## src/rtl/bcpe_pkg.sv

```systemverilog
// Package with the constants and codes of the Bezier curve point evaluator.
package bcpe_pkg;

  // Sizing of the curve, the coordinates and the curve parameter.
  localparam int MAX_DEGREE  = 5;
  localparam int COORD_BITS  = 16;
  localparam int T_FRAC_BITS = 16;
  localparam int NPTS        = MAX_DEGREE + 1;

  // Field widths on the ports.
  localparam int KIND_BITS   = 1;
  localparam int PIDX_BITS   = 3;
  localparam int T_BITS      = T_FRAC_BITS + 1;
  localparam int DEG_BITS    = 3;

  // Internal widths: fixed-point coordinate, control point index, counters.
  localparam int FIX_BITS    = COORD_BITS + T_FRAC_BITS;
  localparam int DIFF_BITS   = FIX_BITS + 1;
  localparam int PROD_BITS   = DIFF_BITS + T_BITS + 1;
  localparam int WIDX_BITS   = (NPTS > 1) ? $clog2(NPTS) : 1;
  localparam int CNT_BITS    = $clog2(NPTS + 1);

  // Configuration port.
  localparam int ADDR_BITS   = 3;
  localparam int DATA_BITS   = 32;
  localparam int REG_CURVE_DEGREE = 0;
  localparam logic [DEG_BITS-1:0] DEGREE_RESET = DEG_BITS'(1);

  // Item kinds.
  localparam logic [KIND_BITS-1:0] KIND_LOAD = 1'b0;
  localparam logic [KIND_BITS-1:0] KIND_EVAL = 1'b1;

  // One in Q1.T_FRAC_BITS.
  localparam logic [T_BITS-1:0] T_ONE = T_BITS'(1) << T_FRAC_BITS;

endpackage

```

## src/rtl/bezier_curve_point_eval.sv

```systemverilog
// Bezier curve point evaluator: control point store, de Casteljau sequencer, APB register.
//
//   channel   direction  handshake          payload
//   in        sink       in_valid/in_ready  kind, point_index, point_x, point_y, param_t
//   out       source     out_valid/out_ready curve_x, curve_y
//   apb       sink       psel/penable/pready paddr, pwdata, prdata (curve_degree)
//
// A load beat is taken and the block stays ready.
// An evaluate beat keeps the block busy while the one interpolator per axis performs
// every de Casteljau step for degree d, one step at a time.
// The result is written to the output register when the last step ends and that
// register is free; a stalled result holds the sequencer until it is taken.
// Synchronous reset clears the sequencer, the output valid and curve_degree (to 1).
module bezier_curve_point_eval (
  input  logic                                     clk,
  input  logic                                     rst,
  input  logic                                     in_valid,
  output logic                                     in_ready,
  input  logic [bcpe_pkg::KIND_BITS-1:0]           kind,
  input  logic [bcpe_pkg::PIDX_BITS-1:0]           point_index,
  input  logic signed [bcpe_pkg::COORD_BITS-1:0]   point_x,
  input  logic signed [bcpe_pkg::COORD_BITS-1:0]   point_y,
  input  logic [bcpe_pkg::T_BITS-1:0]              param_t,
  output logic                                     out_valid,
  input  logic                                     out_ready,
  output logic signed [bcpe_pkg::COORD_BITS-1:0]   curve_x,
  output logic signed [bcpe_pkg::COORD_BITS-1:0]   curve_y,
  input  logic                                     psel,
  input  logic                                     penable,
  input  logic                                     pwrite,
  input  logic [bcpe_pkg::ADDR_BITS-1:0]           paddr,
  input  logic [bcpe_pkg::DATA_BITS-1:0]           pwdata,
  output logic [bcpe_pkg::DATA_BITS-1:0]           prdata,
  output logic                                     pready
);

  localparam int NPTS  = bcpe_pkg::NPTS;
  localparam int FIX   = bcpe_pkg::FIX_BITS;
  localparam int TFRAC = bcpe_pkg::T_FRAC_BITS;
  localparam int CNT   = bcpe_pkg::CNT_BITS;
  localparam int WIDX  = bcpe_pkg::WIDX_BITS;
  localparam int AXES  = 2;
  localparam int ADDR_BITS_IDX = 2;

  localparam logic [1:0] ST_IDLE = 2'd0;
  localparam logic [1:0] ST_RUN  = 2'd1;

  typedef logic signed [FIX-1:0] fix_t;

  logic [1:0]                               state;
  logic [bcpe_pkg::DEG_BITS-1:0]            curve_degree;
  logic signed [bcpe_pkg::COORD_BITS-1:0]   store_x [NPTS];
  logic signed [bcpe_pkg::COORD_BITS-1:0]   store_y [NPTS];
  fix_t                                     w [AXES][NPTS];
  fix_t                                     w_next [AXES][NPTS];
  fix_t                                     wp [AXES][NPTS+2];
  fix_t                                     q [AXES];
  fix_t                                     rnd [AXES];
  logic [CNT-1:0]                           len;
  logic [CNT-1:0]                           left;
  logic [CNT-1:0]                           len_next;
  logic [CNT-1:0]                           left_next;
  logic [bcpe_pkg::T_BITS-1:0]              t_reg;
  logic [bcpe_pkg::T_BITS-1:0]              t_clamp;
  logic [bcpe_pkg::DEG_BITS-1:0]            deg_eff;
  logic                                     last;
  logic [WIDX-1:0]                          widx;
  logic                                     done;
  logic                                     out_free;
  logic                                     reg_wr;
  logic                                     in_fire;

  // APB: always ready, one register at index zero.
  assign pready = 1'b1;
  assign reg_wr = psel && penable && pwrite && pready;

  always_comb begin
    prdata = '0;
    if (paddr[ADDR_BITS_IDX] == 1'b0) begin
      prdata = bcpe_pkg::DATA_BITS'(curve_degree);
    end
  end

  always_ff @(posedge clk) begin
    if (rst) begin
      curve_degree <= bcpe_pkg::DEGREE_RESET;
    end else if (reg_wr) begin
      unique case (32'(paddr[ADDR_BITS_IDX]))
        bcpe_pkg::REG_CURVE_DEGREE: curve_degree <= pwdata[bcpe_pkg::DEG_BITS-1:0];
        default: ;
      endcase
    end
  end

  // Input side decode: clamp t and the degree at the beat.
  assign in_ready = (state == ST_IDLE);
  assign in_fire  = in_valid && in_ready;
  assign t_clamp  = (param_t > bcpe_pkg::T_ONE) ? bcpe_pkg::T_ONE : param_t;
  assign deg_eff  = (curve_degree > bcpe_pkg::DEG_BITS'(bcpe_pkg::MAX_DEGREE)) ?
                    bcpe_pkg::DEG_BITS'(bcpe_pkg::MAX_DEGREE) : curve_degree;

  // Control point store, written by load beats with an index in range.
  always_ff @(posedge clk) begin
    if (in_fire && (kind == bcpe_pkg::KIND_LOAD) &&
        (32'(point_index) <= bcpe_pkg::MAX_DEGREE)) begin
      store_x[point_index[WIDX-1:0]] <= point_x;
      store_y[point_index[WIDX-1:0]] <= point_y;
    end
  end

  // One interpolation step per axis on the two front entries of the queue.
  always_comb begin
    logic signed [bcpe_pkg::DIFF_BITS-1:0] diff;
    logic signed [bcpe_pkg::PROD_BITS-1:0] prod;
    logic signed [bcpe_pkg::DIFF_BITS-1:0] sum;
    for (int a = 0; a < AXES; a++) begin
      diff = bcpe_pkg::DIFF_BITS'(w[a][1]) - bcpe_pkg::DIFF_BITS'(w[a][0]);
      prod = bcpe_pkg::PROD_BITS'(diff) *
             bcpe_pkg::PROD_BITS'($signed({1'b0, t_reg}));
      sum  = bcpe_pkg::DIFF_BITS'(w[a][0]) +
             $signed(prod[TFRAC +: bcpe_pkg::DIFF_BITS]);
      q[a] = sum[FIX-1:0];
    end
  end

  // Queue update: pop one entry (two at the end of a round) and push the new point.
  assign last = (left == CNT'(1));
  assign widx = last ? WIDX'(len - CNT'(2)) : WIDX'(len - CNT'(1));
  assign done = (len == CNT'(1));

  always_comb begin
    for (int a = 0; a < AXES; a++) begin
      for (int k = 0; k < NPTS; k++) begin
        wp[a][k] = w[a][k];
      end
      wp[a][NPTS]   = '0;
      wp[a][NPTS+1] = '0;
      for (int k = 0; k < NPTS; k++) begin
        w_next[a][k] = last ? wp[a][k+2] : wp[a][k+1];
      end
      w_next[a][widx] = q[a];
    end
    len_next  = last ? len - CNT'(1) : len;
    left_next = last ? len - CNT'(2) : left - CNT'(1);
  end

  // Truncate the final fixed-point value toward zero.
  always_comb begin
    for (int a = 0; a < AXES; a++) begin
      rnd[a] = w[a][0] + $signed({{bcpe_pkg::COORD_BITS{1'b0}},
                                  {TFRAC{w[a][0][FIX-1]}}});
    end
  end

  assign out_free = !out_valid || out_ready;

  // Sequencer and output register control.
  always_ff @(posedge clk) begin
    if (rst) begin
      state     <= ST_IDLE;
      out_valid <= 1'b0;
    end else begin
      unique case (state)
        ST_IDLE: begin
          if (in_fire && (kind == bcpe_pkg::KIND_EVAL)) begin
            state <= ST_RUN;
          end
        end
        ST_RUN: begin
          if (done && out_free) begin
            state <= ST_IDLE;
          end
        end
        default: state <= ST_IDLE;
      endcase
      // A finished point is posted; otherwise a taken result is retired.
      if ((state == ST_RUN) && done && out_free) begin
        out_valid <= 1'b1;
      end else if (out_ready) begin
        out_valid <= 1'b0;
      end
    end
  end

  // Working queue, counters and result payload.
  always_ff @(posedge clk) begin
    if (state == ST_IDLE) begin
      if (in_fire && (kind == bcpe_pkg::KIND_EVAL)) begin
        for (int k = 0; k < NPTS; k++) begin
          w[0][k] <= {store_x[k], {TFRAC{1'b0}}};
          w[1][k] <= {store_y[k], {TFRAC{1'b0}}};
        end
        len   <= CNT'(deg_eff) + CNT'(1);
        left  <= CNT'(deg_eff);
        t_reg <= t_clamp;
      end
    end else if (!done) begin
      w    <= w_next;
      len  <= len_next;
      left <= left_next;
    end else if (out_free) begin
      curve_x <= rnd[0][TFRAC +: bcpe_pkg::COORD_BITS];
      curve_y <= rnd[1][TFRAC +: bcpe_pkg::COORD_BITS];
    end
  end

endmodule

```

## config.mk

```make
export PLATFORM = sky130hd
export DESIGN_NAME = bezier_curve_point_eval
export DESIGN_NICKNAME = d
export VERILOG_FILES = /design/src/rtl/bcpe_pkg.sv /design/src/rtl/bezier_curve_point_eval.sv
export SDC_FILE = /design/constraint.sdc
export NUM_CORES = 2
export LEC_CHECK = 0
export CAP_MARGIN = 10
export CORE_MARGIN = 10
export CORE_UTILIZATION = 50
export CTS_CLUSTER_SIZE = 14
export DETAILED_ROUTE_END_ITERATION = 8
export DONT_BUFFER_PORTS = 1
export PLACE_DENSITY = 0.76
export SYNTH_ARGS = -nofsm -noshare
export SYNTH_HDL_FRONTEND = slang
export SYNTH_SLANG_ARGS = --single-unit
```

## constraint.sdc

```tcl
create_clock -name clk -period 49.2 [get_ports clk]
set_input_delay 4.92 -clock clk [delete_from_list [all_inputs] [get_ports clk]]
set_output_delay 4.92 -clock clk [all_outputs]
set_load 0.005 [all_outputs]
```

==> summary.md <==
| Metric | Value |
|---|---|
| Number of global-route vias before repair | `57,000` |
| FILL cells | `12,700` |
| Most area-hungry cell type in the Yosys netlist | `fa_1` |
| Number of antenna violations at the first check in global routing | `2` |
| Iteration count of the initial detailed-routing pass | `6` |
| Hold path cells | `1` |
| Critical Path Max Stage Delay | `0.89 ns` |
| Worst R2R Setup Slack | `35.76 ns` |
| Hpwl dp | `141 mm` |
| Netlist cell types | `97` |
| Slew @ Worst Pin | `1.19 ns` |
| Syn. warnings | `0` |
| Largest fanout on the critical path | `17` |
| Layout cells sized above 1 | `3.89%` |
| Largest net degree at the start of global routing | `215` |
| Setup Total Neg Slack | `0 ns` |
| Ports | `162` |
| CTS Buf Count | `68` |
| Layout area overhead | `5.81%` |
| FF-to-FF path depth | `45` |
| Grt ovf | `0` |
| Outcome | `finished, final reports clean` |
| Post-CTS setup buffers | `0` |
| First-pass GRT wire length | `316 mm` |
| Number of max-slew violations in the final report | `0` |
| Post_cts resized | `0` |
| Busiest grt layer | `met2` |
| Die H | `402 µm` |
| Min cycle time layout | `13.45 ns` |
| # clock sinks | `636` |
| Post-Layout Cell Count | `9,660` |
| Post-synth EDFFs | `631` |
| WL final | `200 mm` |
| Max reg flops | `384` |
| Unrepaired setup endpoints after global routing | `no` |
| Starting density of the core | `50.2%` |
| DRT iter0 DRCs | `5,558` |
| Vias/cell | `5.75` |
| Crit-path most repeated cell | `fa_1` |
| Mean Syn Cell Area | `9.29 µm²` |
| GPL Wtd Cong | `0.930` |
| Vias | `55,500` |
| Hold Crit Endpoint | `w[212]` |
| R2R Path End | `w[60]` |
| Data arrival, critical path | `13.80 ns` |
| CTS tree | `done` |
| Maxcap violations | `0` |
| Post-synth top area share | `28.2%` |
| CP max-delay cell | `xnor2_2` |
| #FFs+latches synth | `636` |
| Setup ws final | `35.76 ns` |
| Crit end category | `register` |
| Synthesized instance count | `7,876` |
| Final Instance Area | `77,400 µm²` |
| Met2 Track Usage GR | `38.7%` |
| Origin of the critical flop-to-flop path | `w[160]` |
| GRT Total Usage | `24.4%` |
| Slew HR | `20.4%` |
| Highest clock rate | `74.4 MHz` |
| Biggest register | `w` |
| Core area | `146,000 µm²` |
| Hold Buf Count CTS | `0` |
| Fin. Hold Viols | `0` |
| Die width | `402 µm` |
| CTS root buf | `clkbuf_16` |
| Worst Clk Skew | `0.0513 ns` |
| Met3 Track Usage GR | `6.10%` |
| Nets | `9,201` |
| Count leader, synth | `inv_1` |
| Number of port buffers | `0` |
| Most instantiated cells after synthesis | `1,512 x inv_1, 1,183 x nand2_1, 1,032 x fa_1, 631 x edfxtp_1, 539 x and2_1` |
| Ys async rst share | `0%` |
| Die area | `162,000 µm²` |
| Hold crit path type | `reg -> reg` |
| Mapped cell area | `73,100 µm²` |
| Crit share post-route | `27.3%` |
| Synth area leaders | `fa_1 28%, edfxtp_1 26%, inv_1 7.8%` |
| Pre-CTS setup slack | `36.04 ns` |
| ANT nets after route | `0` |
| Residual DRC | `0` |
| Rows | `140` |
| Final setup viols | `0` |
| DR WL/cell | `20.7 µm` |
| Htree depth | `3` |
| Sequential area share after synthesis | `26.0%` |
| Main flop type after synthesis | `edfxtp_1` |
| Clk buf depth | `3` |
| Placed cells | `9,532` |
| Req. time, crit path | `49.56 ns` |
| Worst Hold Launch | `store_x[5][4]` |
| Clk_lat worst skew | `0.68 ns` |
| Clk slew on worst S/H paths | `0.06 ns` |
| Area after DPL | `75,200 µm²` |
| Grt met1 use | `32.8%` |
| Setup crit start kind | `register` |
| Setup CP Type | `reg -> reg` |
## layer usage
layer	vias up	part of all wire, %	routed length, µm
li1	24500	-	-
met5	-	0.0055	11
met4	2	3.6	7220
met2	2669	46	91100
met3	470	11	21900
met1	27900	40	79300
## how the worst max path moves through the flow
| stage | start | end | slack (ns) | cells after the start |
|---|---|---|---|---|
| finish | w[160] | w[60] | 35.76 | 45 |
| global route | w[160] | w[60] | 35.20 | 45 |
| CTS | w[160] | w[60] | 35.97 | 45 |
| detailed placement | w[160] | w[60] | 36.04 | 45 |
| global placement | w[160] | w[60] | 36.30 | 45 |
| floorplan | kind | left[0] | 26.43 | 3 |
## worst max-delay path: cells and delay by family, from the launching register on
| kind | cells | cell delay, ns |
|---|---|---|
| compound gates | 22 | 4.94 |
| xor+xnor | 3 | 2.02 |
| fa+ha+maj | 10 | 4.55 |
| buf+inv | 4 | 0.21 |
| flops | 1 | 0.46 |
| simple gates | 6 | 0.99 |
## cell usage in the layout, fill, tap and decap left out, types with 124 or more instances in the layout
master / instances
nand3_1: 198
nand2_1: 1183
buf_4: 124
a21oi_1: 248
xnor2_1: 152
ha_1: 389
fa_1: 1032
o21ai_0: 197
inv_1: 1511
and2_1: 539
edfxtp_1: 631
nor2_1: 380
## cell families (layout without fill, tap and decap cells)
| group | after synthesis | count (layout) | synth area share, % |
|---|---|---|---|
| AO/OA/AOI/OAI | 1056 | 1056 | 9.66 |
| buffers and inverters | 1928 | 1761 | 10.1 |
| XOR/XNOR | 221 | 221 | 2.69 |
| other | 2 | 36 | 0.0103 |
| flip-flops | 636 | 636 | 26.0 |
| adder cells (fa/ha/maj) | 1421 | 1421 | 34.9 |
| AND/OR/NAND/NOR | 2607 | 2607 | 16.6 |
| multiplexers | 5 | 5 | 0.0701 |
## cell type report
cell class	count	area [µm²]	share of cell area [%]
clock inverters	34	398	0.514
flip-flops and latches	636	19100	24.6
repair buffers	125	951	1.23
inverters	1514	5690	7.35
multi-input cells	5340	47100	60.9
diodes	6	15.0	0.0194
clock buffers	88	1780	2.30
well taps	1917	2400	3.10
## stage by stage
step           hold slack [ns]  util [%]
6_report                 0.488      53.2
5_1_grt                  0.497      53.2
3_3_place_gp             0.479      51.7
3_5_place_dp             0.481      51.7
2_1_floorplan            0.452         -
4_1_cts                  0.492      53.2
Power is not shown: default switching activity piles up to over one toggle a cycle in this logic, so the estimate is an artifact.
